[src/design/mer_pkg.sv]
`timescale 1ns / 1ps
`default_nettype none

package mer_pkg;

  // byte codes seen or produced by the repair
  localparam logic [7:0] ByteEf   = 8'hEF;
  localparam logic [7:0] ByteBf   = 8'hBF;
  localparam logic [7:0] ByteBd   = 8'hBD;
  localparam logic [7:0] ByteFf   = 8'hFF;
  localparam logic [7:0] ByteFd   = 8'hFD;
  localparam logic [7:0] ByteCr   = 8'h0D;
  localparam logic [7:0] ByteLf   = 8'h0A;
  localparam logic [7:0] ByteZero = 8'h00;

  // byte order mark dropped as the first unit of a stream
  localparam logic [15:0] UnitBom = 16'hFEFF;

  // most bytes one input word can release, and the queue geometry
  localparam int unsigned GrpBytes = 4;
  localparam int unsigned GrpCntW  = 3;
  localparam int unsigned QPtrW    = 2;
  localparam int unsigned QDepth   = 1 << QPtrW;

  // prefix held by the front while a match is still open
  typedef enum logic [1:0] {
    LA_NONE,
    LA_CR,
    LA_EF,
    LA_EFBF
  } la_e;

  // repaired bytes released by one input word
  typedef struct packed {
    logic [GrpBytes-1:0][7:0] bytes;
    logic [GrpCntW-1:0]       cnt;
    logic                     last;
  } grp_t;

  // one result word
  typedef struct packed {
    logic [15:0] unit;
    logic        valid;
    logic        eos;
  } res_t;

endpackage

`default_nettype wire

[src/design/mer_front.sv]
`timescale 1ns / 1ps
`default_nettype none

module mer_front (
  input  logic          clk_i,
  input  logic          rst_ni,
  input  logic          accept_i,
  input  logic [7:0]    in_byte_i,
  input  logic          last_byte_i,
  output logic          push_o,
  output mer_pkg::grp_t grp_o
);
  import mer_pkg::*;

  la_e  la_q, la_d;
  grp_t g;
  logic do_start;

  // match resolution: bytes released by this word and the prefix left open
  always_comb begin
    g        = '0;
    la_d     = la_q;
    do_start = 1'b0;
    g.last   = last_byte_i;
    case (la_q)
      LA_NONE: begin
        do_start = 1'b1;
      end
      LA_CR: begin
        la_d = LA_NONE;
        if (in_byte_i == ByteLf) begin
          g.bytes[0] = ByteZero;
          g.bytes[1] = ByteCr;
          g.bytes[2] = ByteZero;
          g.bytes[3] = ByteLf;
          g.cnt      = GrpCntW'(4);
        end else begin
          g.bytes[0] = ByteCr;
          g.cnt      = GrpCntW'(1);
          do_start   = 1'b1;
        end
      end
      LA_EF: begin
        if (in_byte_i == ByteBf) begin
          la_d = LA_EFBF;
        end else begin
          la_d       = LA_NONE;
          g.bytes[0] = ByteEf;
          g.cnt      = GrpCntW'(1);
          do_start   = 1'b1;
        end
      end
      LA_EFBF: begin
        la_d = LA_NONE;
        if (in_byte_i == ByteBd) begin
          g.bytes[0] = ByteFf;
          g.bytes[1] = ByteFd;
          g.cnt      = GrpCntW'(2);
        end else begin
          g.bytes[0] = ByteEf;
          g.bytes[1] = ByteBf;
          g.cnt      = GrpCntW'(2);
          do_start   = 1'b1;
        end
      end
      default: begin
        la_d     = LA_NONE;
        do_start = 1'b1;
      end
    endcase

    // fresh look at the new byte
    if (do_start) begin
      if (in_byte_i == ByteEf) begin
        la_d = LA_EF;
      end else if (in_byte_i == ByteCr) begin
        la_d = LA_CR;
      end else begin
        la_d                  = LA_NONE;
        g.bytes[g.cnt[1:0]]   = in_byte_i;
        g.cnt                 = g.cnt + GrpCntW'(1);
      end
    end

    // end of stream: open prefix goes out raw
    if (last_byte_i) begin
      case (la_d)
        LA_CR: begin
          g.bytes[g.cnt[1:0]] = ByteCr;
          g.cnt               = g.cnt + GrpCntW'(1);
        end
        LA_EF: begin
          g.bytes[g.cnt[1:0]] = ByteEf;
          g.cnt               = g.cnt + GrpCntW'(1);
        end
        LA_EFBF: begin
          g.bytes[g.cnt[1:0]] = ByteEf;
          g.cnt               = g.cnt + GrpCntW'(1);
          g.bytes[g.cnt[1:0]] = ByteBf;
          g.cnt               = g.cnt + GrpCntW'(1);
        end
        default: begin
        end
      endcase
      la_d = LA_NONE;
    end
  end

  // words that release nothing and do not end the stream stay out of the queue
  assign grp_o  = g;
  assign push_o = accept_i && ((g.cnt != '0) || last_byte_i);

  // prefix register
  always_ff @(posedge clk_i or negedge rst_ni) begin
    if (!rst_ni) begin
      la_q <= LA_NONE;
    end else if (accept_i) begin
      la_q <= la_d;
    end
  end

endmodule

`default_nettype wire

[src/design/mer_queue.sv]
`timescale 1ns / 1ps
`default_nettype none

module mer_queue (
  input  logic          clk_i,
  input  logic          rst_ni,
  input  logic          push_i,
  input  mer_pkg::grp_t data_i,
  output logic          full_o,
  input  logic          pop_i,
  output logic          head_valid_o,
  output mer_pkg::grp_t head_o
);
  import mer_pkg::*;

  grp_t             mem_q [QDepth];
  logic [QPtrW-1:0] wr_q, rd_q;
  logic [QPtrW:0]   cnt_q;

  assign full_o       = (cnt_q == (QPtrW+1)'(QDepth));
  assign head_valid_o = (cnt_q != '0);
  assign head_o       = mem_q[rd_q];

  // storage
  always_ff @(posedge clk_i) begin
    if (push_i) begin
      mem_q[wr_q] <= data_i;
    end
  end

  // pointers and fill
  always_ff @(posedge clk_i or negedge rst_ni) begin
    if (!rst_ni) begin
      wr_q  <= '0;
      rd_q  <= '0;
      cnt_q <= '0;
    end else begin
      if (push_i) begin
        wr_q <= wr_q + QPtrW'(1);
      end
      if (pop_i) begin
        rd_q <= rd_q + QPtrW'(1);
      end
      case ({push_i, pop_i})
        2'b10:   cnt_q <= cnt_q + (QPtrW+1)'(1);
        2'b01:   cnt_q <= cnt_q - (QPtrW+1)'(1);
        default: cnt_q <= cnt_q;
      endcase
    end
  end

endmodule

`default_nettype wire

[src/design/mer_back.sv]
`timescale 1ns / 1ps
`default_nettype none

module mer_back (
  input  logic          clk_i,
  input  logic          rst_ni,
  input  logic          head_valid_i,
  input  mer_pkg::grp_t head_i,
  output logic          pop_o,
  output logic          out_valid_o,
  input  logic          out_ready_i,
  output logic [15:0]   code_unit_o,
  output logic          unit_valid_o,
  output logic          end_of_stream_o
);
  import mer_pkg::*;

  logic       held_q, held_d;
  logic [7:0] half_q, half_d;
  logic       first_q, first_d;
  logic       sub_q, sub_d;
  logic       out_valid_q, out_valid_d;
  res_t       out_q;
  res_t       res [2];
  logic [1:0] r_cnt;
  logic       slot_free;
  logic       load;

  // pairing of held byte and released bytes into results
  always_comb begin
    logic [7:0]         s [5];
    logic [GrpCntW-1:0] m;
    logic [1:0]         nu;
    logic [15:0]        u0, u1;
    logic               drop;
    s[0] = held_q ? half_q         : head_i.bytes[0];
    s[1] = held_q ? head_i.bytes[0] : head_i.bytes[1];
    s[2] = held_q ? head_i.bytes[1] : head_i.bytes[2];
    s[3] = held_q ? head_i.bytes[2] : head_i.bytes[3];
    s[4] = held_q ? head_i.bytes[3] : 8'h00;
    m    = GrpCntW'(held_q) + head_i.cnt;
    nu   = m[2:1];
    u0   = {s[0], s[1]};
    u1   = {s[2], s[3]};
    drop = first_q && (nu != 2'd0) && (u0 == UnitBom);

    res[0] = '0;
    res[1] = '0;
    r_cnt  = 2'd0;
    if (drop) begin
      if (nu == 2'd2) begin
        res[0] = '{unit: u1, valid: 1'b1, eos: 1'b0};
        r_cnt  = 2'd1;
      end
    end else begin
      res[0] = '{unit: u0, valid: 1'b1, eos: 1'b0};
      res[1] = '{unit: u1, valid: 1'b1, eos: 1'b0};
      r_cnt  = nu;
    end
    if (head_i.last) begin
      if (r_cnt == 2'd0) begin
        res[0] = '{unit: 16'h0000, valid: 1'b0, eos: 1'b1};
        r_cnt  = 2'd1;
      end else if (r_cnt == 2'd1) begin
        res[0].eos = 1'b1;
      end else begin
        res[1].eos = 1'b1;
      end
    end

    // state left for the next word
    case (m)
      GrpCntW'(3): half_d = s[2];
      GrpCntW'(5): half_d = s[4];
      default:     half_d = s[0];
    endcase
    held_d  = head_i.last ? 1'b0 : m[0];
    first_d = head_i.last ? 1'b1 : ((nu != 2'd0) ? 1'b0 : first_q);
  end

  // result issue, one per cycle through the output register while the output is not stalled
  always_comb begin
    slot_free   = !out_valid_q || out_ready_i;
    load        = 1'b0;
    pop_o       = 1'b0;
    sub_d       = sub_q;
    out_valid_d = out_valid_q;
    if (slot_free) begin
      out_valid_d = 1'b0;
      if (head_valid_i) begin
        if (r_cnt == 2'd0) begin
          pop_o = 1'b1;
        end else begin
          load        = 1'b1;
          out_valid_d = 1'b1;
          if ({1'b0, sub_q} == (r_cnt - 2'd1)) begin
            pop_o = 1'b1;
            sub_d = 1'b0;
          end else begin
            sub_d = 1'b1;
          end
        end
      end
    end
  end

  // control registers
  always_ff @(posedge clk_i or negedge rst_ni) begin
    if (!rst_ni) begin
      held_q      <= 1'b0;
      first_q     <= 1'b1;
      sub_q       <= 1'b0;
      out_valid_q <= 1'b0;
    end else begin
      sub_q       <= sub_d;
      out_valid_q <= out_valid_d;
      if (pop_o) begin
        held_q  <= held_d;
        first_q <= first_d;
      end
    end
  end

  // payload registers
  always_ff @(posedge clk_i) begin
    if (pop_o) begin
      half_q <= half_d;
    end
    if (load) begin
      out_q <= res[sub_q];
    end
  end

  assign out_valid_o     = out_valid_q;
  assign code_unit_o     = out_q.unit;
  assign unit_valid_o    = out_q.valid;
  assign end_of_stream_o = out_q.eos;

  // second result of a word only while that word still heads the queue
  a_sub_head: assert property (@(posedge clk_i) disable iff (!rst_ni)
    sub_q |-> (head_valid_i && r_cnt == 2'd2))
    else $error("second result pending without a two-result word");

  // a bare end marker always closes the stream
  a_bare_eos: assert property (@(posedge clk_i) disable iff (!rst_ni)
    (out_valid_q && !out_q.valid) |-> out_q.eos)
    else $error("bare marker without end of stream");

  // stream end restores pairing state
  a_eos_reset: assert property (@(posedge clk_i) disable iff (!rst_ni)
    (pop_o && head_i.last) |=> (!held_q && first_q))
    else $error("pairing state not restored after end of stream");

  // every end of stream word taken from the queue loads a result
  a_pop_load: assert property (@(posedge clk_i) disable iff (!rst_ni)
    (pop_o && head_i.last) |-> load)
    else $error("end of stream word popped without a result");

endmodule

`default_nettype wire

[src/design/mixed_encoding_repair_utf16be.sv]
// channel   direction  handshake                 payload
// input     in         in_valid_i / in_ready_o   in_byte_i[7:0], last_byte_i
// output    out        out_valid_o / out_ready_i code_unit_o[15:0], unit_valid_o,
//                                                end_of_stream_o
//
// one byte accepted per cycle while the four-entry queue has room
// results leave one per cycle from the output register while the output is not stalled; a byte that releases
// two code units holds the queue head until both have been issued
// first result of a byte is registered in the queue and then in the output register
// reset empties the queue, clears the match prefix and arms byte order mark removal
// a stalled output holds its word; input ready falls only when the queue is full
`timescale 1ns / 1ps
`default_nettype none

module mixed_encoding_repair_utf16be (
  input  logic        clk_i,
  input  logic        rst_ni,
  input  logic        in_valid_i,
  output logic        in_ready_o,
  input  logic [7:0]  in_byte_i,
  input  logic        last_byte_i,
  output logic        out_valid_o,
  input  logic        out_ready_i,
  output logic [15:0] code_unit_o,
  output logic        unit_valid_o,
  output logic        end_of_stream_o
);
  import mer_pkg::*;

  logic accept;
  logic push;
  grp_t grp;
  logic q_full;
  logic pop;
  logic head_valid;
  grp_t head;

  assign in_ready_o = !q_full;
  assign accept     = in_valid_i && in_ready_o;

  // front: prefix matching
  mer_front u_front (
    .clk_i       (clk_i),
    .rst_ni      (rst_ni),
    .accept_i    (accept),
    .in_byte_i   (in_byte_i),
    .last_byte_i (last_byte_i),
    .push_o      (push),
    .grp_o       (grp)
  );

  // queue between front and back
  mer_queue u_queue (
    .clk_i        (clk_i),
    .rst_ni       (rst_ni),
    .push_i       (push),
    .data_i       (grp),
    .full_o       (q_full),
    .pop_i        (pop),
    .head_valid_o (head_valid),
    .head_o       (head)
  );

  // back: pairing into code units and result issue
  mer_back u_back (
    .clk_i           (clk_i),
    .rst_ni          (rst_ni),
    .head_valid_i    (head_valid),
    .head_i          (head),
    .pop_o           (pop),
    .out_valid_o     (out_valid_o),
    .out_ready_i     (out_ready_i),
    .code_unit_o     (code_unit_o),
    .unit_valid_o    (unit_valid_o),
    .end_of_stream_o (end_of_stream_o)
  );

endmodule

`default_nettype wire
[config.mk]
export PLATFORM = sky130hd
export DESIGN_NAME = mixed_encoding_repair_utf16be
export DESIGN_NICKNAME = d
export VERILOG_FILES = /design/src/design/mer_pkg.sv /design/src/design/mer_front.sv /design/src/design/mer_queue.sv /design/src/design/mer_back.sv /design/src/design/mixed_encoding_repair_utf16be.sv
export SDC_FILE = /design/constraint.sdc
export NUM_CORES = 1
export LEC_CHECK = 0
export BUFFER_PORTS_ARGS = -buffer_cell sky130_fd_sc_hd__buf_2
export CELL_PAD_IN_SITES_DETAIL_PLACEMENT = 1
export CELL_PAD_IN_SITES_GLOBAL_PLACEMENT = 1
export CORE_UTILIZATION = 49
export CTS_BUF_LIST = sky130_fd_sc_hd__clkbuf_4 sky130_fd_sc_hd__clkbuf_8
export DETAILED_ROUTE_END_ITERATION = 10
export PLACE_DENSITY = 0.84
export SYNTH_ARGS = -nofsm -noshare
export SYNTH_HDL_FRONTEND = slang
export SYNTH_SLANG_ARGS = --single-unit
[constraint.sdc]
create_clock -name clk_i -period 6.83 [get_ports clk_i]
set_input_delay 2.049 -clock clk_i [delete_from_list [all_inputs] [get_ports clk_i]]
set_output_delay 2.049 -clock clk_i [all_outputs]
set_load 0.01 [all_outputs]
Yosys cells after proc, flatten, opt, wreduce, memory -nomap -nowiden
Memories as Yosys holds them, arrays and structs flattened.
Index checks and enable logic that the tools add are counted.
{"block": "op_classes", "add_sub_neg": 9, "order_cmp": 7, "eq_ne": 20, "muxes": 66, "bitwise_logic": 11, "n_reduce_logical": 22}
{"op": "2-to-1 mux 18 bit", "count": 8}
{"op": "2-to-1 mux 35 bit", "count": 4}
{"op": "one-hot mux 35 bit (3 select lines)", "count": 1}
{"op": "2-to-1 mux 8 bit", "count": 8}
{"op": "OR 28 bit", "count": 2}
{"op": "demux 8 bit (select 2 bit)", "count": 3}
{"op": "one-hot mux 11 bit (3 select lines)", "count": 1}
{"op": "bitwise mux 32 bit", "count": 1}
{"op": "one-hot mux 8 bit (2 select lines)", "count": 2}
{"op": "== test 8 bit, second input constant", "count": 3}
{"op": "2-to-1 mux 1 bit", "count": 23}
{"op": "bitwise AND 20 bit", "count": 1}
{"op": "2-to-1 mux 20 bit", "count": 1}
{"op": "inverter 20 bit", "count": 1}
{"op": "2-to-1 mux 17 bit", "count": 1}
{"op": "== test 16 bit, second input constant", "count": 1}
{"op": "== test 8 x 4 -> 1 bit, second input constant", "count": 2}
{"op": "2-to-1 mux 2 bit", "count": 7}
{"op": "adder 3 x 1 -> 3 bit, second input constant", "count": 4}
{"op": "== test 2 bit, second input constant", "count": 6}
{"op": "2-to-1 mux 12 bit", "count": 1}
{"op": "OR 12 bit", "count": 1}
{"op": "2-to-1 mux 11 bit", "count": 1}
{"op": "< comparator 2 x 3 -> 1 bit, second input constant", "count": 3}
{"op": "other kinds (27)", "count": 49}
{"block": "totals", "ff_bits": 39, "ramBits": 144, "input_bits": 13, "out_inout_bits": 20, "n_memories": 1}
{"name": "u_queue.mem_q", "words": 4, "width": 36, "rd": 1, "rd_clocked_by_memory_dff": 0, "wr": 1, "line": "mer_queue.sv:16", "text": "grp_t mem_q [QDepth];"}

Longest topological paths before layout
Gate-level depths: netlist of the first run.
{"block": "logic_depth", "ltp_word": 25, "depth_mapped": 25}

Cells and area by module
Synthesis of the first run repeated with hierarchy kept, for this count alone.
{"block": "hier_totals", "cells_unflattened": 571, "hier_area_um2": 8889.8}
{"mod": "mer_queue", "instances": 1, "cells_each": 221, "area_each_um2": 5601.6, "seq_area_each_um2": 4499.3}
{"mod": "mer_back", "instances": 1, "cells_each": 179, "area_each_um2": 2137.0, "seq_area_each_um2": 882.1}
{"mod": "mer_front", "instances": 1, "cells_each": 169, "area_each_um2": 1141.1, "seq_area_each_um2": 50.0}
{"mod": "mixed_encoding_repair_utf16be", "instances": 1, "cells_each": 2, "area_each_um2": 10.0, "seq_area_each_um2": 0.0}

Least setup slack after synthesis of the first run
Ideal clock, no wire load.
{"block": "synth_timing", "kind": "flip-flop to flip-flop", "from": "register u_queue.rd_q[0]", "to": "register u_queue.cnt_q[2]", "arrival_ns": 6.779, "required_time_ns": 6.751, "slack_ns": -0.028, "stages_incl_launch_ff": 25, "synth_period_minus_slack_ns": 6.858, "cell_sequence": "dfrtp_1 buf_2 buf_2 buf_1 clkbuf_1 mux4_2 ha_1 ha_1 clkbuf_1 inv_1 and2_1 nor4_4 a21oi_1 or3_4 ha_1 or4b_2 mux2_2 a41o_1 inv_1 ha_1 inv_1 fa_1 xor2_1 nor2_1 xor2_1"}
{"block": "synth_via", "elab_chain_len": 17}
{"element": "start: declaration", "line": "mer_queue.sv:17", "text": "logic [QPtrW-1:0] wr_q, rd_q;"}
{"element": "start signal: assignment", "line": "mer_queue.sv:42", "text": "rd_q <= rd_q + QPtrW'(1);"}
{"element": "memory (4 x 36 bit) (*)"}
{"element": "adder 1 x 3 -> 3 bit", "line": "mer_back.sv:41", "text": "m = GrpCntW'(held_q) + head_i.cnt;"}
{"element": "nonzero test 2 bit", "line": "mer_back.sv:45", "text": "drop = first_q && (nu != 2'd0) && (u0 == UnitBom);"}
{"element": "logical AND 1 bit (2 in series)", "line": "mer_back.sv:45"}
{"element": "2-to-1 mux 2 bit", "line": "mer_back.sv:50", "text": "if (drop) begin"}
{"element": "logical NOT 2 bit", "line": "mer_back.sv:61", "text": "if (r_cnt == 2'd0) begin"}
{"element": "2-to-1 mux 2 bit", "line": "mer_back.sv:61"}
{"element": "2-to-1 mux 2 bit (*)", "line": "mer_back.sv:60", "text": "if (head_i.last) begin"}
{"element": "subtractor 2 x 1 -> 2 bit", "line": "mer_back.sv:96", "text": "if ({1'b0, sub_q} == (r_cnt - 2'd1)) begin"}
{"element": "== test 1 x 2 -> 1 bit", "line": "mer_back.sv:96"}
{"element": "2-to-1 mux 1 bit", "line": "mer_back.sv:96"}
{"element": "2-to-1 mux 1 bit (*)", "line": "mer_back.sv:91", "text": "if (r_cnt == 2'd0) begin"}
{"element": "2-to-1 mux 1 bit (*)", "line": "mer_back.sv:90", "text": "if (head_valid_i) begin"}
{"element": "2-to-1 mux 1 bit (*)", "line": "mer_back.sv:88", "text": "if (slot_free) begin"}
{"element": "named net pop", "line": "mixed_encoding_repair_utf16be.sv:34", "text": "logic pop;"}
{"element": "== test 2 x 1 -> 1 bit or == test 2 bit (tied branches)", "line": "mer_queue.sv:44", "text": "case ({push_i, pop_i})"}
{"element": "one-hot mux 3 bit (2 select lines) or nonzero test 2 bit (tied branches)"}
{"element": "end signal: assignment", "line": "mer_queue.sv:45", "text": "2'b10: cnt_q <= cnt_q + (QPtrW+1)'(1);"}
{"element": "end signal: assignment", "line": "mer_queue.sv:46", "text": "2'b01: cnt_q <= cnt_q - (QPtrW+1)'(1);"}
{"element": "end signal: assignment", "line": "mer_queue.sv:47", "text": "default: cnt_q <= cnt_q;"}
{"element": "end: declaration", "line": "mer_queue.sv:18", "text": "logic [QPtrW:0] cnt_q;"}
Mark *: on every way through the listed nets, which the timed path passes. The rest lies on a longest branch.
A chain may end at the register's enable or synchronous reset.

Worst setup path after layout of the first run
{"block": "layout_timing", "from": "register u_queue.rd_q[1]", "to": "register u_queue.cnt_q[2]"}
Same word-level chain as after synthesis.

==> results by group, run 1 <==
Timing
  • Unrepaired setup endpoints after global routing: no
  • Clk_skew: about 0.014 ns
  • Final setup viols: 0
  • Tmin final: approximately 6.1 ns
  • Fin. Hold Viols: 0
  • Max-slew violation count: 0
  • Slew HR: between 40% and 50%
  • Fmax: 0.163 GHz
  • Crit share post-route: around nine tenths
  • Fin Setup TNS: 0 ns
  • Worst Tran Pin Value: 0.822 ns
  • Fin Hold WS: around 0.52 ns

Synthesis
  • Synth top area cells: edfxtp_1 56%, mux4_2 9.2%, mux2i_1 4.1%
  • Main combinational cell family by area after synthesis: multiplexers
  • Yosys warns: 0
  • Number of flops mapped to enable cells by yosys: 170
  • Cell area after technology mapping: between 9000 and 10,000 µm²
  • Flops & latches, synth: between 150 and 200
  • Yosys cell types: 70
  • Xor/xnor share of the synthesized area: 0.771%
  • Cell taking the most area after synthesis: edfxtp_1
  • Most used flip-flop cell after synthesis: edfxtp_1
  • Simple-gate portion of the synthesized area: 8.38%
  • Avg Cell Area, Syn: 14.0 µm²
  • Proportion of synthesized area in mux cells: 14.8%
  • Compound-Gate Fraction of Synth Area: about 11%
  • Register area share after synthesis: about three fifths
  • Synth top area share: 56.2%
  • Mapped Nets: just under 700
  • Adder-Cell Fraction of Synth Area: 2.42%
  • Post-synth ARST share: 7.10%
  • Mapped Cells: between 600 and 700

Place
  • Hpwl dp: roughly 17 mm
  • Routability cong.: about 0.89
  • PortBufs: 32
  • Post-DP Area: roughly 9500 µm²

Floorplan
  • Die Span Y: 138 µm
  • Area of the die: 19,100 µm²
  • Die X: between 100 and 150 µm
  • Num rows: between 40 and 50
  • Initial Util: 50.3%
  • Io pins: 33
  • CORE AREA: between 15,000 and 20,000 µm²

Clock tree
  • Clock sink count: 183
  • CTS Root Cell: clkbuf_8
  • Reg clk slew, reported paths: ~0.1 ns
  • Post-CTS Hold Fix Bufs: 0
  • TritonCTS clock tree: yes
  • CTS max path bufs: 2
  • Setup bufs post-CTS: 0
  • CTS Buf Count: 17
  • H-tree depth: 4
  • Post-CTS sizing: 0
  • Clock Latency Late Sink: 0.48 ns

Setup path
  • Slowest-stage cell, CP: a222oi_1
  • R2R Path Start: u_queue.rd_q[1]
  • Crit. Startpoint: u_queue.rd_q[1]
  • CP max stage delay: 0.71 ns
  • Crit path buffers/inverters: 3
  • WP data arrival: between 6 and 7 ns
  • Setup CP Type: register to register
  • CP Capture Type: register
  • Setup crit start kind: register
  • Cell family with the largest share of critical-path delay: simple AND/OR/NAND/NOR gates
  • R2R cell count: 18
  • CP Cell Sequence: buf_4 -> mux2i_1 -> a222oi_1 -> nand3b_1 -> nor4_4 -> a21oi_1 -> or3_4 -> ha_1 -> or4b_2 -> mux2_2 -> a41o_1 -> inv_1 -> ha_1 -> inv_1 -> fa_1 -> xor2_1 -> nor2_1 -> xor2_1
  • Critical Path RT: between 7 and 8 ns
  • Instance count on the critical path: 18
  • Max FO, Critical Path: 20

Power and ir drop
  • Tot Pwr: roughly 4.8 mW
  • Leak: between 3 and 4 nW
  • Maximum vdd drop: about 0.18 mV
  • PwrDens: 482 nW/µm²

GRT
  • Gr ovfl total: 0
  • Number of global-route vias before repair: approximately 6.2k
  • Initial antenna violation count: 0
  • Largest net degree at the start of global routing: 37
  • First-pass GRT wire length: approximately 37 mm
  • Overall Global Routing Usage: approximately 26%

Outcome
  • Failing checks: design-rule violations
  • Status: finished with violations

Final layout
  • Layout cells sized above 1: approximately 20%
  • Final instance area: ~9900 µm²
  • Number of diodes: 0
  • NumNets Final: a little over 700
  • Area Growth Syn to Fin: 9.44%
  • Fillers: about 1.8k
  • Post-Route Utilization: 55.0%

Hold path
  • Hold path cells: 1
  • Hold Crit Class: register to register
  • Worst Min Path Start: u_queue.cnt_q[2]

Route
  • Routed len/inst: around 25 µm
  • Drt initial violations: between 400 and 500
  • Via density: 6.33
  • DR vias: roughly 5.9k
  • Antenna viol nets, final: 0
  • DRC: 7
  • TritonRoute pass-1 iters: 8
  • Total wire length: 23.2 mm

Run
  • # Max-Cap Violations: 0
## cell usage in the layout, fill, tap and decap left out, types with 7 or more instances in the layout
master,Yosys,final
nor3_1,8,8
o21ai_0,26,26
a22oi_1,7,7
o22ai_1,10,10
a31oi_1,9,9
edfxtp_1,170,170
mux2_2,13,13
o32ai_1,7,7
buf_2,8,32
a21o_1,21,21
mux2i_1,37,37
clkbuf_8,0,17
and2_1,13,13
buf_4,1,15
a21oi_1,30,30
dfrtp_1,12,10
ha_1,16,16
nor2b_1,7,7
inv_1,22,22
nor2_1,49,49
nand2_1,29,29
mux4_2,37,37
nand2b_1,10,10
## power by group
part	total (mW)	switching (mW)	internal (mW)
Clock	0.815	0.431	0.384
Sequential	1.79	0.141	1.65
Combinational	2.19	1.32	0.867
## registers in the layout, summed over array words and instances (netlist names)
name,count
u_back.half_q,8
u_queue.cnt_q,3
u_queue.wr_q,2
u_back.first_q,1
u_back.end_of_stream_o,1
u_queue.rd_q,2
u_back.out_valid_o,1
u_back.code_unit_o,16
u_back.held_q,1
u_front.la_q,2
u_queue.mem_q,144
u_back.sub_q,1
u_back.unit_valid_o,1
## metrics by stage
step           std cells  worst slack (ns)
2_1_floorplan        649             0.171
4_1_cts              924             0.702
6_report             924             0.705
3_3_place_gp         892             0.942
3_5_place_dp         892             0.712
5_1_grt              924             0.382
## final cells by class
cell class	count	area, µm²	share of cell area [%]
Sequential cell	183	5430	54.6
Multi-Input combinational cell	409	3410	34.3
Tap cell	229	287	2.88
Timing Repair Buffer	47	273	2.74
Clock buffer	17	234	2.35
Clock inverter	15	223	2.24
Inverter	24	90.1	0.905
## path summary, 6_finish.rpt
kind	endpoint	slack, ns
setup reg to reg	u_queue.cnt_q[2]	0.70
hold / removal	u_queue.cnt_q[2]	0.52
max in group asynchronous	u_back.first_q	5.08
setup / recovery	u_queue.cnt_q[2]	0.70
min in group asynchronous	u_front.la_q[1]	1.45
hold reg to reg	u_queue.cnt_q[2]	0.52
## per-layer routing
layer  GRT usage, %  wire length (µm)  vias to the layer above
met5              0                 0                        -
met4           9.52               535                        0
met3           5.13              1090                       44
met2           42.9             11600                      186
met1           33.8              9940                     3009
li1               -                 -                     2614
## logic make-up after synthesis
group           after synthesis
compound gates              149
flops                       183
mux                          87
buf+inv                      57
xor+xnor                      8
simple gates                148
fa+ha+maj                    17
## Yosys cell counts (8+ instances only)
library cell and n:
clkbuf_1 19, buf_2 8, mux2_2 13, a21o_1 21
nand2_1 29, o21ai_0 26, nand2b_1 10, and2_1 13
edfxtp_1 170, nor3_1 8, mux4_2 37, nor2_1 49
inv_1 22, a21oi_1 30, mux2i_1 37, a31oi_1 9
o22ai_1 10, ha_1 16, dfrtp_1 12
No activity file was read; power rests on OpenSTA's default activity.
==> run 2, diff against run 1 <==
==> constraint.sdc (replaced) <==
create_clock -name clk_i -period 6.83 [get_ports clk_i]
set_input_delay 0.683 -clock clk_i [delete_from_list [all_inputs] [get_ports clk_i]]
set_output_delay 0.683 -clock clk_i [all_outputs]
set_load 0.005 [all_outputs]
==> results by group, run 2 (synthesis results as in run 1) <==
Timing
  • Tmin final: 6.15 ns (+0.0296 ns)
  • Clk_skew: 0.00875 ns (-0.00512 ns)
  • Fin. Hold Viols: 0 (unchanged)
  • Worst Tran Pin Value: 1.08 ns (+0.262 ns)
  • Crit share post-route: 90.1% (+0.43 points)
  • Slew HR: 27.0% (-18 points)
  • Fmax: 0.162 GHz (-0.48%)
  • Unrepaired setup endpoints after global routing: no
  • Final setup viols: 0 (unchanged)
  • Max-slew violation count: 0 (unchanged)
  • Fin Hold WS: 0.0867 ns (-0.435 ns)
  • Fin Setup TNS: 0 ns (unchanged)

Route
  • Antenna viol nets, final: 0 (unchanged)
  • DRC: 8 (+1)
  • Via density: 6.35 (+0.18%)
  • Total wire length: 23.2 mm (about the same)
  • Drt initial violations: 415 (-9.4%)
  • TritonRoute pass-1 iters: 10 (+2)
  • Routed len/inst: 25.1 µm (+0.13%)
  • DR vias: 5,857 (+0.068%)

Final layout
  • Most frequent cells in the layout: 170 x edfxtp_1, 49 x nor2_1, 37 x mux4_2, 37 x mux2i_1, 32 x buf_2
  • Layout cells sized above 1: 19.9% (-0.12 points)
  • Top reg by flops: u_queue.mem_q
  • Multi-input logic area: 3410 µm² (unchanged)
  • Fillers: 1,779 (-0.22%)
  • Register area: 5430 µm² (unchanged)
  • Final instance area: 9930 µm² (-0.20%)
  • Commonest non-fill, non-tap cell in the layout: edfxtp_1
  • Max reg flops: 144 (unchanged)
  • Area Growth Syn to Fin: 9.22%
  • Number of diodes: 0 (unchanged)
  • NumNets Final: 711 (-0.14%)

Outcome
  • Status: finished with violations
  • Failing checks: design-rule violations

Clock tree
  • Post-CTS sizing: 0 (unchanged)
  • Setup bufs post-CTS: 0 (unchanged)
  • Reg clk slew, reported paths: 0.10 ns (about the same)
  • Clock sink count: 183 (unchanged)
  • Clock Latency Late Sink: 0.48 ns (about the same)
  • TritonCTS clock tree: yes
  • Post-CTS Hold Fix Bufs: 0 (unchanged)
  • CTS max path bufs: 2 (unchanged)
  • CTS Root Cell: clkbuf_8
  • CTS Buf Count: 17 (unchanged)
  • H-tree depth: 4 (unchanged)

Power and ir drop
  • NetSw: 1.91 mW (+1.2%)
  • Leak: 3.58 nW (-0.42%)
  • Maximum vdd drop: 0.232 mV (+30%)
  • PwrDens: 476 nW/µm² (-1.3%)
  • Comb power frac: 46.3% (+0.7 points)
  • Clock share of power: 15.7% (-1.3 points)
  • Internal: 2.81 mW (-3.2%)
  • Sw Share: 40.5% (+1.1 points)
  • Sequential power share: 37.9% (+0.5 points)

GRT
  • Number of global-route vias before repair: 6,216 (-0.43%)
  • Largest net degree at the start of global routing: 40 (+8.1%)
  • Initial antenna violation count: 0 (unchanged)
  • Gr ovfl total: 0 (unchanged)
  • Overall Global Routing Usage: 25.4% (-0.40 points)
  • First-pass GRT wire length: 36.2 mm (-1.8%)

Setup path
  • Setup CP Type: register to register
  • Critical Path RT: 7.24 ns (about the same)
  • Setup crit start kind: register
  • Max FO, Critical Path: 18 (-10%)
  • CP Capture Type: register
  • WP data arrival: 6.56 ns (+0.03 ns)
  • R2R cell count: 19 (+1)

Place
  • Routability cong.: 0.847 (-5.1%)
  • PortBufs: 32 (unchanged)
  • Hpwl dp: 17.2 mm (-0.63%)
  • Post-DP Area: 9500 µm² (about the same)

Hold path
  • Hold Crit Class: input pin to asynchronous set/reset pin

Floorplan
  • Num rows: 49 (unchanged)
  • Die X: 138 µm (unchanged)
  • Die Span Y: 138 µm (unchanged)
  • Io pins: 33 (unchanged)
  • Area of the die: 19,100 µm² (unchanged)
  • Initial Util: 50.3% (unchanged)
  • CORE AREA: 18,100 µm² (unchanged)

Run
  • # Max-Cap Violations: 0 (unchanged)
==> run 2: metrics by stage <==
stage          util, %  power, mW  instances  worst slack [ns]
5_1_grt           54.9       4.97        923             0.377
3_5_place_dp      52.5       3.99        891             0.688
4_1_cts           54.9       4.74        923             0.662
6_report          54.9       4.72        923             0.675
3_3_place_gp      52.5       3.86        891             0.933
2_1_floorplan        -       3.32        649             0.171
==> run 2: critical path: stages (launching register included) <==
cell and delay (ns):
dfrtp_2 0.40, buf_4 0.35, mux4_2 0.56, ha_1 0.46, inv_1 0.16, and2_1 0.23
nor4_4 0.33, a21oi_1 0.13, or3_4 0.39, ha_1 0.37, or4b_2 0.60, mux2_2 0.31
a41o_1 0.32, inv_1 0.34, ha_1 0.27, inv_1 0.06, fa_1 0.37, xor2_1 0.15
nor2_1 0.11, xor2_1 0.14
==> run 2: power by group through the flow <==
| stage | clock [mW] | combinational (mW) | sequential (mW) |
|---|---|---|---|
| global placement | 0 | 2.07 | 1.78 |
| finish | 0.743 | 2.19 | 1.79 |
| CTS | 0.758 | 2.19 | 1.80 |
| detailed placement | 0 | 2.17 | 1.82 |
| floorplan | 0 | 1.57 | 1.75 |
| global route | 0.784 | 2.36 | 1.82 |
==> run 2: routing by layer <==
layer,vias to the layer above,global-route usage (%),wire (µm)
met4,0,10.3,565
met1,3012,32.4,9710
met3,42,4.43,1040
li1,2622,-,-
met2,181,43.4,11900
met5,-,0,0
==> run 2: final timing paths <==
kind	from	end	slack, ns
setup / recovery	u_queue.rd_q[0]	u_queue.cnt_q[2]	0.68
hold / removal	rst_ni	u_front.la_q[1]	0.09
setup reg to reg	u_queue.rd_q[0]	u_queue.cnt_q[2]	0.68
hold reg to reg	u_queue.cnt_q[2]	u_queue.cnt_q[2]	0.51
max in group asynchronous	rst_ni	u_back.first_q	6.43
min in group clk_i	out_ready_i	u_back.out_valid_o	0.50
==> run 2: cell type report <==
cell class	instances	share of cell area, %
Tap cell	229	2.89
Sequential cell	183	54.7
Inverter	24	0.907
Clock buffer	17	2.36
Timing Repair Buffer	46	2.80
Multi-Input combinational cell	409	34.3
Clock inverter	15	1.99
==> run 3, diff against run 2 <==
ABC_AREA = 1   (was not set)
CORE_UTILIZATION = 46   (was 49)
==> results by group, run 3 <==
Route
  • DR vias: 6,905 (+18%)
  • Total wire length: 24.5 mm (+5.5%)
  • DRC: 0 (-8)
  • Routed len/inst: 20.0 µm (-20%)
  • Via density: 5.65 (-11%)
  • TritonRoute pass-1 iters: 5 (-5)
  • Antenna viol nets, final: 0 (unchanged)
  • Drt initial violations: 507 (+22%)

Synthesis
  • Register area share after synthesis: 60.2% (+0.44 points)
  • Top cells by count, synth: 288 x nand2_1, 170 x edfxtp_1, 88 x nand3_1, 70 x inv_1, 59 x o21ai_0
  • Yosys warns: 0 (unchanged)
  • Cell taking the most area after synthesis: edfxtp_1
  • Most frequent cell after synthesis: nand2_1
  • Avg Cell Area, Syn: 9.80 µm² (-30%)
  • Most used flip-flop cell after synthesis: edfxtp_1
  • Post-synth ARST share: 7.10% (unchanged)
  • Mapped Cells: 921 (+42%)
  • Number of flops mapped to enable cells by yosys: 170 (unchanged)
  • Synth top area share: 56.6% (+0.41 points)
  • Yosys cell types: 43 (-39%)
  • Flops & latches, synth: 183 (unchanged)
  • Synth top area cells: edfxtp_1 57%, nand2_1 12%, nand3_1 4.9%
  • Cell area after technology mapping: 9020 µm² (-0.73%)
  • Mapped Nets: 951 (+40%)

GRT
  • Number of global-route vias before repair: 7,035 (+13%)
  • First-pass GRT wire length: 39.1 mm (+8.1%)
  • Gr ovfl total: 0 (unchanged)
  • Initial antenna violation count: 0 (unchanged)
  • Largest net degree at the start of global routing: 75 (+88%)
  • Overall Global Routing Usage: 25.9% (+0.45 points)

Setup path
  • Slowest-stage cell, CP: buf_4
  • R2R cell count: 25 (+6)
  • Worst R2R End: u_queue.cnt_q[2]
  • Crit path buffers/inverters: 7 (+3)
  • R2R Path Start: u_queue.rd_q[0]
  • CP Capture Type: register
  • Setup crit start kind: register
  • CP max stage delay: 0.54 ns (-0.06 ns)
  • Max FO, Critical Path: 49 (+31)
  • Critical Path RT: 7.19 ns (-0.05 ns)
  • Setup CP Type: register to register
  • FF-to-FF setup slack: 1.53 ns (+0.86 ns)
  • WP data arrival: 5.66 ns (-0.90 ns)
  • Cell family with the largest share of critical-path delay: buffers and inverters

Timing
  • Tmin final: 5.30 ns (-0.859 ns)
  • Unrepaired setup endpoints after global routing: no
  • Worst Tran Pin Value: 1.04 ns (-0.0402 ns)
  • Crit share post-route: 77.5% (-13 points)
  • Max-slew violation count: 0 (unchanged)
  • Final worst setup slack: 1.53 ns (+0.859 ns)
  • Clk_skew: 0.0147 ns (+0.00597 ns)
  • Fin. Hold Viols: 0 (unchanged)
  • Fin Setup TNS: 0 ns (unchanged)
  • Fmax: 0.189 GHz (+16%)
  • Slew HR: 30.3% (+3.3 points)
  • Final setup viols: 0 (unchanged)

Final layout
  • Fillers: 2,162 (+22%)
  • Number of diodes: 0 (unchanged)
  • Layout cells sized above 1: 12.2% (-7.7 points)
  • Register area: 5430 µm² (about the same)
  • Post-Route Utilization: 51.6% (-3.3 points)
  • Max reg flops: 144 (unchanged)
  • Most frequent cells in the layout: 288 x nand2_1, 170 x edfxtp_1, 88 x nand3_1
  • Top reg by flops: u_queue.mem_q
  • Multi-input logic area: 3180 µm² (-6.9%)
  • Final instance area: 9780 µm² (-1.5%)
  • NumNets Final: 980 (+38%)
  • Commonest non-fill, non-tap cell in the layout: nand2_1
  • Area Growth Syn to Fin: 8.40%

Power and ir drop
  • PwrDens: 447 nW/µm² (-6.1%)
  • Leak: 3.83 nW (+6.8%)
  • Maximum vdd drop: 0.199 mV (-14%)
  • Tot Pwr: 4.37 mW (-7.5%)

Floorplan
  • Num rows: 50 (+2.0%)
  • Die X: 142 µm (+2.8%)
  • Initial Util: 47.6% (-2.7 points)
  • Die Span Y: 142 µm (+2.8%)
  • CORE AREA: 19,000 µm² (+4.8%)
  • Io pins: 33 (unchanged)
  • Area of the die: 20,200 µm² (+5.7%)

Clock tree
  • Reg clk slew, reported paths: 0.10 ns (about the same)
  • Post-CTS sizing: 0 (unchanged)
  • TritonCTS clock tree: yes
  • Post-CTS Hold Fix Bufs: 0 (unchanged)
  • H-tree depth: 4 (unchanged)
  • Clock Latency Late Sink: 0.47 ns (about the same)
  • CTS max path bufs: 2 (unchanged)
  • CTS Buf Count: 17 (unchanged)
  • CTS Root Cell: clkbuf_8
  • Clock sink count: 183 (unchanged)
  • Setup bufs post-CTS: 0 (unchanged)

Run
  • # Max-Cap Violations: 0 (unchanged)

Outcome
  • Status: completed

Place
  • Post-DP Area: 9450 µm² (-0.54%)
  • Place WS: 1.54 ns (+0.853 ns)
  • Routability cong.: 0.883 (+4.2%)
  • PortBufs: 32 (unchanged)
  • Hpwl dp: 17.9 mm (+4.3%)

Hold path
  • Hold Crit Class: input pin to asynchronous set/reset pin
==> run 3: cell count changes in the layout (fill, tap and decap cells not counted), sizes merged, moves of 12 or more <==
cell,before,now
a21o,21,0
a32o,4,16
inv,29,80
mux2,13,0
mux2i,37,0
mux4,37,0
nand2,29,303
nand3,6,96
o21ai,29,65
==> run 3: power by group <==
| part | internal [mW] | switching (mW) | total [mW] |
|---|---|---|---|
| registers | 1.62 | 0.108 | 1.73 |
| logic | 0.586 | 1.41 | 1.99 |
| clock network | 0.252 | 0.396 | 0.647 |
==> run 3: cells by family after synthesis <==
kind of cell / Yosys count / share of synthesized area [%]
buffers and inverters: 107 / 5.02
adder cells (fa/ha/maj): 17 / 2.44
AO/OA/AOI/OAI: 149 / 10.1
XOR/XNOR: 3 / 0.291
AND/OR/NAND/NOR: 462 / 22.0
flip-flops: 183 / 60.2
==> run 3: how the worst max path moves through the flow <==
stage                     from                  end  slack [ns]  depth (start not counted)
2_1_floorplan     in_byte_i[4]  u_queue.mem_q[0][0]        1.99                         20
3_3_place_gp   u_queue.rd_q[0]     u_queue.cnt_q[2]        1.74                         25
3_5_place_dp   u_queue.rd_q[1]     u_queue.cnt_q[2]        1.54                         25
4_1_cts        u_queue.rd_q[1]     u_queue.cnt_q[2]        1.54                         25
5_1_grt        u_queue.rd_q[1]     u_queue.cnt_q[2]        1.05                         25
6_report       u_queue.rd_q[0]     u_queue.cnt_q[2]        1.53                         25
==> run 3: layer usage <==
metal,vias to the layer above,global-route usage [%],routed length (µm)
li1,3250,-,-
met4,0,7.24,398
met5,-,0,0
met3,30,4.88,1110
met1,3447,33.4,10800
met2,178,44.3,12200
==> run 3: layout make-up <==
class,count,share of cell area (%)
Timing Repair Buffer,41,2.33
Clock buffer,17,2.39
Sequential cell,183,55.5
Inverter,76,2.92
Clock inverter,14,1.05
Tap cell,260,3.33
Multi-Input combinational cell,631,32.5
==> run 3: stage by stage <==
step                      hold WS [ns]  cells
after floorplan                  0.387    921
after global placement           0.475   1191
after detailed placement         0.491   1191
after CTS                        0.103   1222
after global routing            0.0954   1222
final                            0.111   1222
==> run 3: worst reg2reg max path, cell delays in order (launching register included) <==
cell and delay (ns):
dfrtp_2 0.42, inv_2 0.38, buf_4 0.54, nor2_1 0.13, o22ai_1 0.18, ha_1 0.19, nand2_1 0.05, nand2_1 0.09
inv_1 0.08, nor2_1 0.52, inv_1 0.30, nand2_2 0.15, nand2_2 0.09, nand2_2 0.09, inv_1 0.05, ha_1 0.28
nand3_2 0.09, nand2_2 0.10, nand2_2 0.09, inv_1 0.33, ha_1 0.22, inv_1 0.07, fa_1 0.37, a21oi_1 0.14
o21ai_0 0.11, xnor2_1 0.14
